File: config.mk
export PLATFORM = sky130hd
export DESIGN_NAME = ft12_controller
export DESIGN_NICKNAME = d
export VERILOG_FILES = /design/src/ft12_pkg.sv /design/src/ft12_controller.sv
export SDC_FILE = /design/constraint.sdc
export NUM_CORES = 1
export LEC_CHECK = 0
export ABC_AREA = 1
export BUFFER_PORTS_ARGS = -buffer_cell sky130_fd_sc_hd__buf_2
export CORE_MARGIN = 1.5
export CORE_UTILIZATION = 40
export CTS_BUF_LIST = sky130_fd_sc_hd__clkbuf_2 sky130_fd_sc_hd__clkbuf_4 sky130_fd_sc_hd__clkbuf_8
export DETAILED_ROUTE_END_ITERATION = 8
export PLACE_DENSITY = 0.74
export SLEW_MARGIN = 5
export SYNTH_ARGS = -nofsm -noshare
export SYNTH_HDL_FRONTEND = slang
export SYNTH_SLANG_ARGS = --single-unit
File: constraint.sdc
create_clock -name clock -period 1.55 [get_ports clock]
set_clock_uncertainty 0.1 [all_clocks]
set_input_delay 0.2325 -clock clock [delete_from_list [all_inputs] [get_ports clock]]
set_output_delay 0.2325 -clock clock [all_outputs]
set_load 0.1 [all_outputs]
File: src/ft12_pkg.sv
// ============================================================================
// ft12_pkg
// Shared types and constants for the FAT12 table engine: opcodes, status
// codes, entry markers and the command and status bundles that pass between
// the controller and the datapath.
// ============================================================================
package ft12_pkg;

   // Entry markers of a FAT12 table.
   localparam logic [11:0] END_MARK = 12'hFFF;
   localparam logic [11:0] BAD_MARK = 12'hFF7;

   // Request opcodes.
   typedef enum logic [2:0] {
      OP_RD_ENTRY = 3'd0,
      OP_WR_ENTRY = 3'd1,
      OP_RD_BYTE  = 3'd2,
      OP_WR_BYTE  = 3'd3,
      OP_FIND     = 3'd4,
      OP_EXTEND   = 3'd5
   } op_type;

   // Result status codes.
   typedef enum logic [1:0] {
      ST_OK    = 2'd0,
      ST_BAD   = 2'd1,
      ST_FULL  = 2'd2,
      ST_RANGE = 2'd3
   } status_type;

   // Memory port operations.
   typedef enum logic [2:0] {
      MEM_NONE,
      MEM_RD_LO,
      MEM_RD_HI,
      MEM_WR_LO,
      MEM_WR_HI,
      MEM_RD_BYTE,
      MEM_WR_BYTE,
      MEM_CLR
   } mem_op_type;

   // Source of the entry index that the memory port addresses.
   typedef enum logic [2:0] {
      TGT_KEEP,
      TGT_IDX,
      TGT_SCAN,
      TGT_CUR,
      TGT_ENT,
      TGT_FOUND
   } tgt_sel_type;

   // Source of the 12-bit value stored by an entry write.
   typedef enum logic [1:0] {
      WV_REQ,
      WV_FOUND,
      WV_END
   } wval_sel_type;

   // Controller to datapath commands.
   typedef struct packed {
      logic         load_req;
      logic         clr_wr;
      mem_op_type   mem_op;
      tgt_sel_type  tgt_sel;
      wval_sel_type wval_sel;
      logic         latch_lo;
      logic         latch_ent;
      logic         scan_init;
      logic         scan_inc;
      logic         step_inc;
      logic         cur_from_ent;
      logic         found_from_scan;
      logic         set_st;
      status_type   st;
      logic         eout_cur;
      logic         eout_ent;
      logic         byte_latch;
      logic         push;
   } ctl_cmd_type;

   // Datapath to controller status.
   typedef struct packed {
      logic   clr_last;
      op_type op;
      logic   idx_oob;
      logic   addr_oob;
      logic   ent_end;
      logic   ent_bad;
      logic   ent_link_bad;
      logic   ent_zero;
      logic   scan_done;
      logic   step_last;
   } dp_stat_type;

endpackage

File: src/ft12_controller.sv
// ============================================================================
// ft12_controller
// Sequencer for the FAT12 table engine: clearing pass, request dispatch,
// entry read and merge-write steps, chain walk, free scan and result beat.
// ============================================================================
module ft12_controller
   import ft12_pkg::*;
(
   input  logic        clock,
   input  logic        reset,
   input  logic        req_valid,
   output logic        req_ready,
   output logic        rsp_valid,
   input  logic        rsp_ready,
   input  dp_stat_type stat,
   output ctl_cmd_type cmd
);

   typedef enum logic [11:0] {
      S_CLEAR     = 12'b000000000001,
      S_IDLE      = 12'b000000000010,
      S_DISPATCH  = 12'b000000000100,
      S_RD_LO     = 12'b000000001000,
      S_RD_HI     = 12'b000000010000,
      S_EVAL      = 12'b000000100000,
      S_ACT       = 12'b000001000000,
      S_SCAN_CHK  = 12'b000010000000,
      S_WR_LO     = 12'b000100000000,
      S_WR_HI     = 12'b001000000000,
      S_BYTE_WAIT = 12'b010000000000,
      S_FINISH    = 12'b100000000000
   } state_type;

   typedef enum logic [2:0] {
      PH_ENTRY,
      PH_WALK,
      PH_SCAN,
      PH_LINK,
      PH_MARK
   } phase_type;

   state_type state_ff, state_in;
   phase_type phase_ff, phase_in;
   logic      rsp_valid_ff, rsp_valid_in;

   always_ff @(posedge clock) begin
      if (reset) begin
         state_ff     <= S_CLEAR;
         phase_ff     <= PH_ENTRY;
         rsp_valid_ff <= 1'b0;
      end else begin
         state_ff     <= state_in;
         phase_ff     <= phase_in;
         rsp_valid_ff <= rsp_valid_in;
      end
   end

   assign req_ready = (state_ff == S_IDLE);
   assign rsp_valid = rsp_valid_ff;

   // Next state and datapath commands.
   always_comb begin
      cmd          = '0;
      state_in     = state_ff;
      phase_in     = phase_ff;
      rsp_valid_in = rsp_valid_ff && !rsp_ready;

      // The stored value follows the step that the write belongs to.
      case (phase_ff)
         PH_LINK: cmd.wval_sel = WV_FOUND;
         PH_MARK: cmd.wval_sel = WV_END;
         default: cmd.wval_sel = WV_REQ;
      endcase

      unique case (state_ff)
         S_CLEAR: begin
            cmd.clr_wr = 1'b1;
            if (stat.clr_last) state_in = S_IDLE;
         end
         S_IDLE: begin
            if (req_valid) begin
               cmd.load_req = 1'b1;
               state_in     = S_DISPATCH;
            end
         end
         S_DISPATCH: begin
            case (stat.op) inside
               OP_RD_ENTRY, OP_WR_ENTRY, OP_EXTEND: begin
                  if (stat.idx_oob) begin
                     cmd.set_st = 1'b1;
                     cmd.st     = ST_RANGE;
                     state_in   = S_FINISH;
                  end else begin
                     phase_in    = (stat.op == OP_EXTEND) ? PH_WALK : PH_ENTRY;
                     cmd.tgt_sel = TGT_IDX;
                     state_in    = S_RD_LO;
                  end
               end
               OP_RD_BYTE, OP_WR_BYTE: begin
                  if (stat.addr_oob) begin
                     cmd.set_st = 1'b1;
                     cmd.st     = ST_RANGE;
                     state_in   = S_FINISH;
                  end else if (stat.op == OP_RD_BYTE) begin
                     cmd.mem_op = MEM_RD_BYTE;
                     state_in   = S_BYTE_WAIT;
                  end else begin
                     cmd.mem_op = MEM_WR_BYTE;
                     state_in   = S_FINISH;
                  end
               end
               OP_FIND: begin
                  phase_in      = PH_SCAN;
                  cmd.scan_init = 1'b1;
                  state_in      = S_SCAN_CHK;
               end
               default: begin
                  cmd.set_st = 1'b1;
                  cmd.st     = ST_RANGE;
                  state_in   = S_FINISH;
               end
            endcase
         end
         S_RD_LO: begin
            cmd.mem_op = MEM_RD_LO;
            state_in   = S_RD_HI;
         end
         S_RD_HI: begin
            cmd.mem_op   = MEM_RD_HI;
            cmd.latch_lo = 1'b1;
            state_in     = S_EVAL;
         end
         S_EVAL: begin
            cmd.latch_ent = 1'b1;
            state_in      = S_ACT;
         end
         S_ACT: begin
            case (phase_ff)
               PH_WALK: begin
                  if (stat.ent_end) begin
                     // End of chain reached: look for the new cluster.
                     cmd.eout_cur  = 1'b1;
                     cmd.scan_init = 1'b1;
                     phase_in      = PH_SCAN;
                     state_in      = S_SCAN_CHK;
                  end else if (stat.ent_bad) begin
                     cmd.eout_cur = 1'b1;
                     cmd.set_st   = 1'b1;
                     cmd.st       = ST_BAD;
                     state_in     = S_FINISH;
                  end else if (stat.ent_link_bad) begin
                     cmd.eout_cur = 1'b1;
                     cmd.set_st   = 1'b1;
                     cmd.st       = ST_RANGE;
                     state_in     = S_FINISH;
                  end else if (stat.step_last) begin
                     // Chain loop guard.
                     cmd.set_st = 1'b1;
                     cmd.st     = ST_RANGE;
                     state_in   = S_FINISH;
                  end else begin
                     cmd.step_inc     = 1'b1;
                     cmd.cur_from_ent = 1'b1;
                     cmd.tgt_sel      = TGT_ENT;
                     state_in         = S_RD_LO;
                  end
               end
               PH_SCAN: begin
                  if (stat.ent_zero) begin
                     cmd.found_from_scan = 1'b1;
                     if (stat.op == OP_EXTEND) begin
                        phase_in    = PH_LINK;
                        cmd.tgt_sel = TGT_CUR;
                        state_in    = S_RD_LO;
                     end else begin
                        state_in = S_FINISH;
                     end
                  end else begin
                     cmd.scan_inc = 1'b1;
                     state_in     = S_SCAN_CHK;
                  end
               end
               default: begin
                  if (phase_ff == PH_ENTRY && stat.op == OP_RD_ENTRY) begin
                     cmd.eout_ent = 1'b1;
                     state_in     = S_FINISH;
                  end else begin
                     state_in = S_WR_LO;
                  end
               end
            endcase
         end
         S_SCAN_CHK: begin
            if (stat.scan_done) begin
               cmd.set_st = 1'b1;
               cmd.st     = ST_FULL;
               state_in   = S_FINISH;
            end else begin
               cmd.tgt_sel = TGT_SCAN;
               state_in    = S_RD_LO;
            end
         end
         S_WR_LO: begin
            cmd.mem_op = MEM_WR_LO;
            state_in   = S_WR_HI;
         end
         S_WR_HI: begin
            cmd.mem_op = MEM_WR_HI;
            if (phase_ff == PH_LINK) begin
               // Last entry linked; now mark the new entry as chain end.
               phase_in    = PH_MARK;
               cmd.tgt_sel = TGT_FOUND;
               state_in    = S_RD_LO;
            end else begin
               state_in = S_FINISH;
            end
         end
         S_BYTE_WAIT: begin
            cmd.byte_latch = 1'b1;
            state_in       = S_FINISH;
         end
         S_FINISH: begin
            if (!rsp_valid_ff || rsp_ready) begin
               cmd.push     = 1'b1;
               rsp_valid_in = 1'b1;
               state_in     = S_IDLE;
            end
         end
         default: begin
            state_in = S_CLEAR;
         end
      endcase
   end

`ifndef SYNTHESIS
   // A result beat is never loaded over one that is still waiting.
   assert property (@(posedge clock) disable iff (reset)
      cmd.push |-> (!rsp_valid_ff || rsp_ready))
      else $error("result beat overwritten while pending");

   // An accepted request beat always starts dispatch in the next cycle.
   assert property (@(posedge clock) disable iff (reset)
      (req_valid && req_ready) |=> (state_ff == S_DISPATCH))
      else $error("accepted request not dispatched");

   // A new result beat appears only out of the finish state.
   assert property (@(posedge clock) disable iff (reset)
      $rose(rsp_valid_ff) |-> ($past(state_ff) == S_FINISH))
      else $error("result beat raised outside finish");

   // Memory writes from a request never overlap the clearing pass.
   assert property (@(posedge clock) disable iff (reset)
      cmd.clr_wr |-> (cmd.mem_op == MEM_NONE))
      else $error("memory command during clearing pass");
`endif

endmodule

==> flow_metrics.py, run 1 <==
metrics = {
    "status": {
        "status": "stopped before the end",
        "stop_stage": "clock tree synthesis (4_1_cts)",
        "error": "[ERROR DPL-0033] detailed placement checks failed during check placement.",
    },
    "synthesis": {
        "synth_warnings": 0,
        "syn_area_sq_um": 1341,
        "seq_area_frac_synth_pct": 23.88,
        "synth-edff-count": 0,
        "synthArstFlopShare_pct": 0,
        "ys_types": 27,
        "syn_inst": 216,
        "syn_avg_cell_area_sq_um": 6.210,
        "ys_ff_latch": 16,
        "synth_fp_nets": 232,
        "synth-main-ff-cell": "dfxtp_1",
    },
    "die": {
        "start_util_pct": 42.88,
        "rows": 20,
        "die_h_um": 60.91,
        "fp.dieW_um": 60.91,
        "ios": 42,
    },
    "clock_network": {
        "cts_resized": 43,
        "cts_buffer_depth": 2,
        "hold_buffers": 0,
        "cts_inserted_buffers": 3,
        "htreeDepth": 1,
        "clock-sinks": 16,
        "cts_setup_buffers": 18,
        "clock-root-buffer": "clkbuf_4",
    },
    "placement": {
        "dp_hpwl_um": 4835,
        "place_area_sq_um": 2744,
        "gp_congestion": 0.9672,
        "dpl_worst_slack_ns": -0.3053,
        "port-buffer-count": 41,
    },
}
-- cell usage after synthesis, types with 2 or more instances --
library cell | count | area share, %
nand2_1 | 41 | 11
nor2_4 | 4 | 3.4
nand3_2 | 5 | 3.7
a21oi_1 | 6 | 2.2
nand2_2 | 3 | 1.4
o21ai_2 | 2 | 1.3
inv_2 | 5 | 1.4
nor2_2 | 11 | 5.1
nand2_4 | 4 | 3.4
dfxtp_1 | 16 | 24
inv_1 | 34 | 9.5
nand4_1 | 10 | 4.7
nor3_1 | 13 | 4.9
nand3_1 | 23 | 8.6
nor2_1 | 27 | 7.6
-- cells by family after synthesis --
family | Yosys count | share of synthesized area (%)
DFF | 16 | 23.88
AOI/OAI and AO/OA | 14 | 6.998
buffers and inverters | 41 | 11.75
and+or+nand+nor | 145 | 57.37
-- per-stage QoR --
| stage | instances | utilization, % | hold WS [ns] |
|---|---|---|---|
| after floorplan | 216 | - | 0.2043 |
| after global placement | 363 | 87.72 | 0.3896 |
| after detailed placement | 363 | 87.72 | 0.3939 |
==> inputs of run 2 (changes only) <==
--- a/config.mk
+++ b/config.mk
@@ -8,10 +8,9 @@
 export ABC_AREA = 1
 export BUFFER_PORTS_ARGS = -buffer_cell sky130_fd_sc_hd__buf_2
 export CORE_MARGIN = 1.5
-export CORE_UTILIZATION = 40
-export CTS_BUF_LIST = sky130_fd_sc_hd__clkbuf_2 sky130_fd_sc_hd__clkbuf_4 sky130_fd_sc_hd__clkbuf_8
+export CORE_UTILIZATION = 25
 export DETAILED_ROUTE_END_ITERATION = 8
-export PLACE_DENSITY = 0.74
+export PLACE_DENSITY_LB_ADDON = 0.15
 export SLEW_MARGIN = 5
 export SYNTH_ARGS = -nofsm -noshare
 export SYNTH_HDL_FRONTEND = slang
==> constraint.sdc (replaced) <==
create_clock -name clock -period 2 [get_ports clock]
set_clock_uncertainty 0.1 [all_clocks]
set_input_delay 0.3 -clock clock [delete_from_list [all_inputs] [get_ports clock]]
set_output_delay 0.3 -clock clock [all_outputs]
set_load 0.1 [all_outputs]
==> flow_metrics.py, run 2 <==
metrics = {
    "timing": {
        "slew_viol_final": 0,
        "maxSlewHeadroom_pct": 67.79,
        "finalCritPeriodShare_pct": 106.4,
        "tns_ns": -1.050,
        "max_slew.worst_pin.slew_ns": 0.4865,
        "holdWs_ns": 0.2493,
        "clock.fmax_mhz": 469.8,
        "min_period_ns": 2.128,
        "rsz0062_at_grt": "true",
        "hold_viol": 0,
        "setup_violations": 15,
        "fin_ws_ns": -0.1284,
    },
    "global_route": {
        "grt_pass1_vias": 1688,
        "grtUsageTotal_pct": 16.93,
        "antenna_found_initial": 0,
        "grt_pass1_wl_um": 7817,
        "grt_max_degree": 13,
        "overflow": 0,
    },
    "die": {
        "coreArea_sq_um": 5140,
        "fp.dieW_um": 76.25,
        "rows": 26,
        "ios": 42,
        "start_util_pct": 26.10,
        "dieArea_sq_um": 5813,
        "die_h_um": 76.25,
    },
    "clock_network": {
        "clock-sinks": 16,
        "clock_latency_ns": 0.26,
        "clock-root-buffer": "clkbuf_8",
        "cts_tree": "built",
        "clkSlewWorstSetupHoldPaths_ns": 0.07,
        "htreeDepth": 1,
        "cts_buffer_depth": 2,
        "cts_inserted_buffers": 3,
    },
    "critical_path": {
        "r2r_cells": 11,
        "arrival_ns": 1.73,
        "critPathLaunchType": "register",
        "path_class": "register to output pin",
        "path_cells": "nor2_4 -> nand2_4 -> buf_4 -> nor2_4 -> nand4_1 -> buf_4 -> nand3_4 -> buf_12",
        "endpoint_kind": "output pin",
        "required_ns": 1.60,
        "path_buf_inv": 3,
        "critPathTopFamily": "simple AND/OR/NAND/NOR gates",
        "max_stage_delay_ns": 0.35,
        "crit_start": "state_ff[6]",
        "crit_slowest_cell": "dfxtp_2",
        "worstPathMaxFanout": 3,
        "r2r_start": "state_ff[6]",
        "rrSetupSlack_ns": 0.11,
        "r2r-end": "phase_ff[1]",
    },
    "synthesis": {
        "syn_inst": 216,
        "synth_fp_nets": 232,
        "synthTopCellsByArea": "dfxtp_1 (24%), nand2_1 (11%), inv_1 (9.5%)",
        "ys_ff_latch": 16,
        "synth-edff-count": 0,
        "synth_commonest_cells": "nand2_1 (41), inv_1 (34), nor2_1 (27), nand3_1 (23), dfxtp_1 (16)",
        "synth-main-ff-cell": "dfxtp_1",
        "yosysTopAreaCell": "dfxtp_1",
        "syn_avg_cell_area_sq_um": 6.210,
        "syn_area_sq_um": 1341,
        "ys_types": 27,
        "synth.most_common_cell": "nand2_1",
        "seq_area_frac_synth_pct": 23.88,
        "synth_warnings": 0,
        "synthArstFlopShare_pct": 0,
        "synth_top_area_share_pct": 23.88,
    },
    "drt": {
        "drt_wl_total_um": 4782,
        "drtIter0Drc": 83,
        "via_per_inst": 4.759,
        "drc": 0,
        "firstDrtPassIters": 4,
        "antenna_left": 0,
        "route.detailed.wl_per_inst_um": 12.92,
        "vias": 1761,
    },
    "layout": {
        "final_common_cell": "buf_4",
        "top_register": "state_ff",
        "layout-drive-gt1-share_pct": 59.33,
        "antenna_cells": 0,
        "fin_nets": 318,
        "fillers": 523,
        "seq_area_sq_um": 335.3,
        "multi_input_area_sq_um": 1154,
        "final_core_util_pct": 51.51,
        "final_cell_mix": "buf_4 (39), nand2_1 (32), inv_1 (24), buf_12 (23), nor2_4 (20)",
        "largest_register_ffs": 12,
        "syn2layout_area_growth_pct": 97.39,
    },
    "worst_hold_path": {
        "min_path_cells": 4,
        "hold_end": "rsp_valid",
        "holdCritPathClass": "input pin to register",
        "hold_start": "rsp_ready",
    },
    "placement": {
        "gp_congestion": 0.9192,
        "dp_hpwl_um": 3516,
        "dpl_worst_slack_ns": 0.06191,
        "port-buffer-count": 41,
    },
    "power_and_ir_drop": {
        "p_leak_nw": 1.210,
        "finalPower_w": 0.001099,
        "irDropWorstVdd_mv": 0.4253,
        "powerDensity_nw_per_um2": 415.1,
    },
    "status": {
        "violations": "setup timing",
        "status": "complete, but fails checks",
    },
    "job": {
        "drv_cap": 0,
    },
}
-- run 2: cell counts after synthesis --
No cell type changed its count.
-- run 2: cell type report --
type | count | area share [%]
clock buffer | 3 | 1.560
inverter | 39 | 5.766
multi-input combinational | 159 | 43.57
sequential | 16 | 12.67
tap | 70 | 3.308
timing repair buffer | 83 | 33.13
-- run 2: what timing repair did --
| item | in CTS | in global routing |
|---|---|---|
| hold endpoints to repair | 0 | 0 |
| hold buffers | 0 | 0 |
| resized for setup | 34 | 9 |
| endpoints found under the setup margin | 19 | 20 |
| buffers inserted | 21 | 11 |
| pin swaps | 24 | 12 |
-- run 2: worst max path at each step --
stage / endpoint / cells after the start / slack [ns]
final: cmd[19] / 8 / -0.13
after global routing: cmd[16] / 11 / -0.22
after CTS: cmd[20] / 8 / -0.11
after detailed placement: cmd[5] / 7 / 0.06
after global placement: cmd[5] / 7 / 0.08
after floorplan: cmd[20] / 7 / -0.77
-- run 2: metal layers --
metal	wire (um)	vias to the layer above	global-route usage, %
met4	118	0	7.222
met1	2044	813	20.69
met3	259	10	3.593
met5	0	-	0
met2	2359	70	28.57
li1	-	868	-
-- run 2: tightest hold or removal path: cells and delay by family --
family | cells | cell delay, ns
buf+inv | 2 | 0.14
compound gates | 1 | 0.06
simple gates | 1 | 0.07
-- run 2: metrics by stage --
| stage | cells | area (sq um) |
|---|---|---|
| after floorplan | 216 | 1539 |
| after global placement | 335 | 2228 |
| after detailed placement | 335 | 2228 |
| after CTS | 359 | 2532 |
| after global routing | 370 | 2648 |
| final | 370 | 2648 |
-- run 2: power by group --
part / switching [W] / internal, W / leakage (nW) / total (W)
clock network: 0.000124 / 0.000134 / 0.0216 / 0.000258
registers: 0.0000125 / 0.000334 / 0.135 / 0.000346
logic: 0.000316 / 0.000179 / 1.05 / 0.000495
total: 0.000452 / 0.000647 / 1.21 / 0.00110
-- run 2: logic make-up (layout without fill, tap and decap cells) --
logic type / count (synthesis) / count (layout) / share of synthesized area [%]
AO/OA/AOI/OAI: 14 / 14 / 6.998
AND/OR/NAND/NOR: 145 / 145 / 57.37
buffers and inverters: 41 / 125 / 11.75
flip-flops: 16 / 16 / 23.88
Power figures use the tool's default switching activity.
